`config.mk`:
```
export PLATFORM = sky130hd
export DESIGN_NAME = mwrpn_ram
export DESIGN_NICKNAME = d
export VERILOG_FILES = /design/src/rtl/core/mwrpn_ram.sv
export SDC_FILE = /design/constraint.sdc
export NUM_CORES = 2
export LEC_CHECK = 0
export BUFFER_PORTS_ARGS = -buffer_cell sky130_fd_sc_hd__buf_2
export CORE_MARGIN = 4
export CORE_UTILIZATION = 28
export DETAILED_ROUTE_END_ITERATION = 12
export SETUP_SLACK_MARGIN = 0.5
export SKIP_CTS_REPAIR_TIMING = 1
export SYNTH_ARGS = -nofsm -noshare
export SYNTH_HDL_FRONTEND = slang
export SYNTH_SLANG_ARGS = --single-unit
```
`constraint.sdc`:
```
create_clock -name clk_i -period 20.5 [get_ports clk_i]
set_input_delay 6.15 -clock clk_i [delete_from_list [all_inputs] [get_ports clk_i]]
set_output_delay 6.15 -clock clk_i [all_outputs]
set_load 0.01 [all_outputs]
```
`src/rtl/core/mwrpn_ram.sv`:
```
// Generic single-write, single-read RAM with registered read data.
// Read of an address written at the same edge returns the old data.
`timescale 1ns / 1ps

module mwrpn_ram #(
  parameter int unsigned WIDTH = 64,
  parameter int unsigned DEPTH = 64,
  parameter int unsigned AW    = (DEPTH > 1) ? $clog2(DEPTH) : 1
) (
  input  logic             clk_i,
  input  logic             we_i,
  input  logic [AW-1:0]    waddr_i,
  input  logic [WIDTH-1:0] wdata_i,
  input  logic [AW-1:0]    raddr_i,
  output logic [WIDTH-1:0] rdata_o
);

  logic [WIDTH-1:0] mem_q [DEPTH];
  logic [WIDTH-1:0] rdata_q;

  always_ff @(posedge clk_i) begin
    if (we_i) begin
      mem_q[waddr_i] <= wdata_i;
    end
    rdata_q <= mem_q[raddr_i];
  end

  assign rdata_o = rdata_q;

endmodule

```
# After elaboration in Yosys (flattened, before gate mapping)
# Memory sizes are Yosys's and may differ from the RTL's. A register that Yosys moved wholly into a read port is not among the register bits.
# Index checks and enable logic that the tools add are counted.
[op_classes]
mux = 2
[op_table]
columns = ["op", "n"]
rows = [
  ["$mux W1", 2],
]
[word_totals]
ff_bits = 0
mem_bits_rw = 4096
input_bits = 78
out_inout_bits = 64
word_cells = 3
memories = 1
[mem_list]
columns = ["name", "words", "word_bits", "rd", "rd_clocked_by_memory_dff", "wr", "line_no", "text"]
rows = [
  ["mem_q", 64, 64, 1, 1, 1, "18", "logic [WIDTH-1:0] mem_q [DEPTH];"],
]

# Logic depth before layout (Yosys ltp)
[depth]
depth_word = 2
mapped_depth = 9

# Least setup slack after synthesis
# No wires, ideal clock.
[synth_path]
kind = "input-to-reg"
start = "input port waddr_i[3]"
end = "memory mem_q[48][0], enable pin"
t_arrival_ns = 11.022
t_required_ns = 19.936
slack_ns = 8.914
cell_stages = 4
path_cell_list = "clkbuf_1 nor2b_1 nand4b_1 nor3_1"
[synth_lines]
columns = ["element", "line_no", "text"]
rows = [
  ["from (decl)", "12", "input logic [AW-1:0] waddr_i,"],
  ["to (decl)", "18", ""],
]
# No word-level cell before the write port.

==> results by group <==
Logic synthesis
  – Post-synthesis mux area share: 0.1561
  – Syn Nets: 6,676
  – Cell count after synthesis: 6,598
  – Post-Synth Simple-Gate Area: 0.01240
  – Synthesis warning total: 0
  – Yosys reg bits: 4,160
  – Post-synthesis adder-cell area fraction: 0
  – Syn Area/Cell: 23.70 um^2
  – Post-synthesis sequential area ratio: 0.7949
  – Number of enable flip-flop cells after synthesis: 4,096
  – Xor/xnor cell area share of the yosys netlist: 0
  – Distinct cells, synth: 33
  – Cell Area, Synth: 156,300 um^2
  – Compound-Gate Fraction of Synth Area: 0.02477
  – Top_reg_cell synth: edfxtp_1
  – Async SR Flop Fraction: 0
  – Largest family of logic cells by synthesized area: multiplexers

Critical path
  – Slowest-stage cell, CP: buf_4
  – R2r setup slk: 18.36 ns
  – Worst-path cell chain: buf_8, buf_4, buf_4, buf_4, buf_4, mux4_2, or3_1, a41oi_1, a211oi_1
  – Worst EP required: 21.29 ns
  – WP buf/inv: 5
  – Crit Reg-Reg Startpoint: mem_q[55][15]
  – Setup crit start kind: input port
  – Cell mode on critical path: buf_4
  – Endpoint class of the critical path: register
  – R2R cell count: 5
  – Crit path arrival time: 11.05 ns
  – Slowest cell delay on critical path: 0.85 ns
  – Crit path max-delay family: buffers and inverters
  – Worst-path maximum fanout: 58
  – Setup CP Type: in2reg
  – Worst r2r dst: rdata_o[15]

Clock network
  – TritonCTS clock tree: built
  – # H-tree levels: 5
  – Clock sinks: 4,160
  – Clk_lat worst skew: 0.96 ns
  – Clock slew seen by the registers of the worst setup and hold paths: 0.06 ns
  – TritonCTS Buffers: 395
  – Clock root cell: clkbuf_16
  – Clock buffer depth: 4

Global routing
  – Antenna violations before repair: 72
  – GRT Overall Usage: 0.1500
  – Number of global-route vias before repair: 75,814
  – Global-route wire length before repair: 610,000 um
  – Gr ovfl total: 0
  – Pin count of the biggest net entering global routing: 122

Min path
  – Cells on Worst Hold Path: 4
  – Hold crit path type: reg2reg
  – Hold path startpoint: mem_q[42][10]
  – Hold Path Sink: rdata_o[10]

Detailed routing
  – 1st-iter DRT viols: 9,734
  – Via density: 5.061
  – DR vias: 74,812
  – Total Wirelength: 439,500 um
  – Final ANT Viol Nets: 0
  – Wire per inst: 29.73 um
  – Initial DRT Pass Iterations: 6
  – # DRC: 0

Timing
  – Max-slew violation count: 0
  – Fmax: 0.09756 GHz
  – WHS: 0.8341 ns
  – Slew HR: 0.1215
  – Final clock period utilization by the worst path: 0.5000
  – Final setup fails: 0
  – Final Hold Violating Endpoints: 0
  – Layout Skew: 0.04966 ns
  – RSZ-0062 raised after global routing: no
  – Post-route setup TNS: 0 ns
  – Worst Tran Pin Value: 1.315 ns
  – Min cycle time layout: 10.25 ns

Power
  – VDD IR max: 0.07416 mV
  – Pwr per Cell Area: 97.68 nW/um^2
  – P_leak: 54.58 nW
  – Overall Power: 17.58 mW

Place
  – IO buf count: 141
  – Placed instance count: 14,030
  – Routability cong.: 0.7517
  – Dpl hpwl: 239,500 um

Floorplan
  – # rows: 274
  – Core Area: 556,800 um^2
  – Initial core utilization: 0.2808
  – Die width: 755.3 um
  – I/O Pins: 142
  – Die height: 755.3 um
  – Die Footprint: 570,400 um^2

Finish
  – Nets: 7,053
  – FF/Latch Area: 124,300 um^2
  – Ratio of cells with drive above 1 in the final layout: 0.2804
  – Layout Cells excl Fill: 14,782
  – Layout fillers: 52,019
  – Layout overhead on the synthesized area: 15.08%
  – Core Util, Final: 0.3232
  – Area of the multi-input gates: 30,790 um^2

Flow run
  – Total of max-cap violations: 0

Status
  – Status: completed
-- where the power goes --
part / internal (mW) / total, mW / switching (mW)
registers: 9.42 / 9.46 / 0.0383
clock network: 4.16 / 7.33 / 3.17
logic: 0.287 / 0.788 / 0.500
-- per-stage QoR --
step	setup WS (ns)	area, um^2
detailed placement	9.391	166900
finish	10.25	179900
global placement	9.415	166900
floorplan	8.914	156300
global route	10.15	179900
CTS	10.44	179900
-- cells by family (layout without fill, tap and decap cells) --
family	count (synthesis)	count (layout)
flops	4160	4160
mux	1159	1159
compound gates	504	504
buf+inv	389	1096
simple gates	386	386
other cells	0	25
-- layout make-up --
type,count,share of cell area
Antenna cell,25,0.0003477
Clock buffer,499,0.05843
Clock inverter,228,0.01386
Inverter,19,0.0003964
Multi-Input combinational cell,2049,0.1711
Sequential cell,4160,0.6907
Tap cell,7452,0.05182
Timing Repair Buffer,350,0.01332
-- cell usage in the layout (no fill, tap or decap), drive strengths merged, types with 3 or more instances in the layout --
cell type	count
buf	350
mux2i	135
dfxtp	64
clkbuf	499
nor2	112
diode	25
nand2b	11
a22oi	168
clkinv	161
inv	30
o221ai	38
and2	3
clkinvlp	16
a211oi	63
nand3	45
a41oi	26
nor2b	28
o22ai	83
or2	28
bufinv	40
a22o	88
edfxtp	4096
a2bb2oi	19
nand2	58
a31oi	18
or3	29
mux4	1024
and3	64
-- Yosys cell counts, types with 6 or more instances --
cell       count  area (um^2)
mux4_2      1024        23060
a22o_1        88        770.7
buf_6          6        67.56
buf_4         34        255.2
o221ai_1      38        332.8
nand3_1       45        225.2
a2bb2oi_1     19        166.4
a41oi_1       26        227.7
a31oi_1       18        112.6
clkbuf_1     140        525.5
o22ai_1       83        519.3
nand2_1       58        217.7
a211oi_1      63        473.0
dfxtp_1       64         1281
buf_1         20        75.07
and3_1        64        400.4
nor2b_1       28        175.2
nand2b_1      11        68.82
or3_1         29        181.4
inv_1         19        71.32
mux2i_1      135         1351
nor2_1       112        420.4
or2_2         28        175.2
a22oi_1      168         1261
buf_2        170        850.8
edfxtp_1    4096       123000
-- worst min-delay path, delay by kind of cell, from the launching register on --
family             cells  cell delay [ns]
DFF                    1             0.31
and+or+nand+nor        2             0.22
muxes                  1             0.22
AOI/OAI and AO/OA      1             0.08
-- metal layers --
metal	up-vias	track usage	share of wire
met5	-	0	0.00016
met4	12	0.04543	0.034
met3	775	0.02489	0.085
met2	3751	0.2518	0.49
met1	41004	0.2000	0.39
li1	29270	-	-
-- registers in the layout, indices dropped and copies added (netlist names) --
| name | count |
|---|---|
| mem_q | 4096 |
| rdata_o | 64 |
-- worst max-delay path by stage --
stage / startpoint / to / cells after the start / slack, ns
2_1_floorplan: waddr_i[3] / mem_q[48][0] / 4 / 8.91
3_3_place_gp: raddr_i[2] / rdata_o[52] / 9 / 9.42
3_5_place_dp: raddr_i[2] / rdata_o[52] / 9 / 9.39
4_1_cts: raddr_i[2] / rdata_o[52] / 9 / 10.44
5_1_grt: raddr_i[0] / rdata_o[24] / 9 / 10.15
6_report: raddr_i[2] / rdata_o[52] / 9 / 10.25
(Power assumes the default switching activity.)
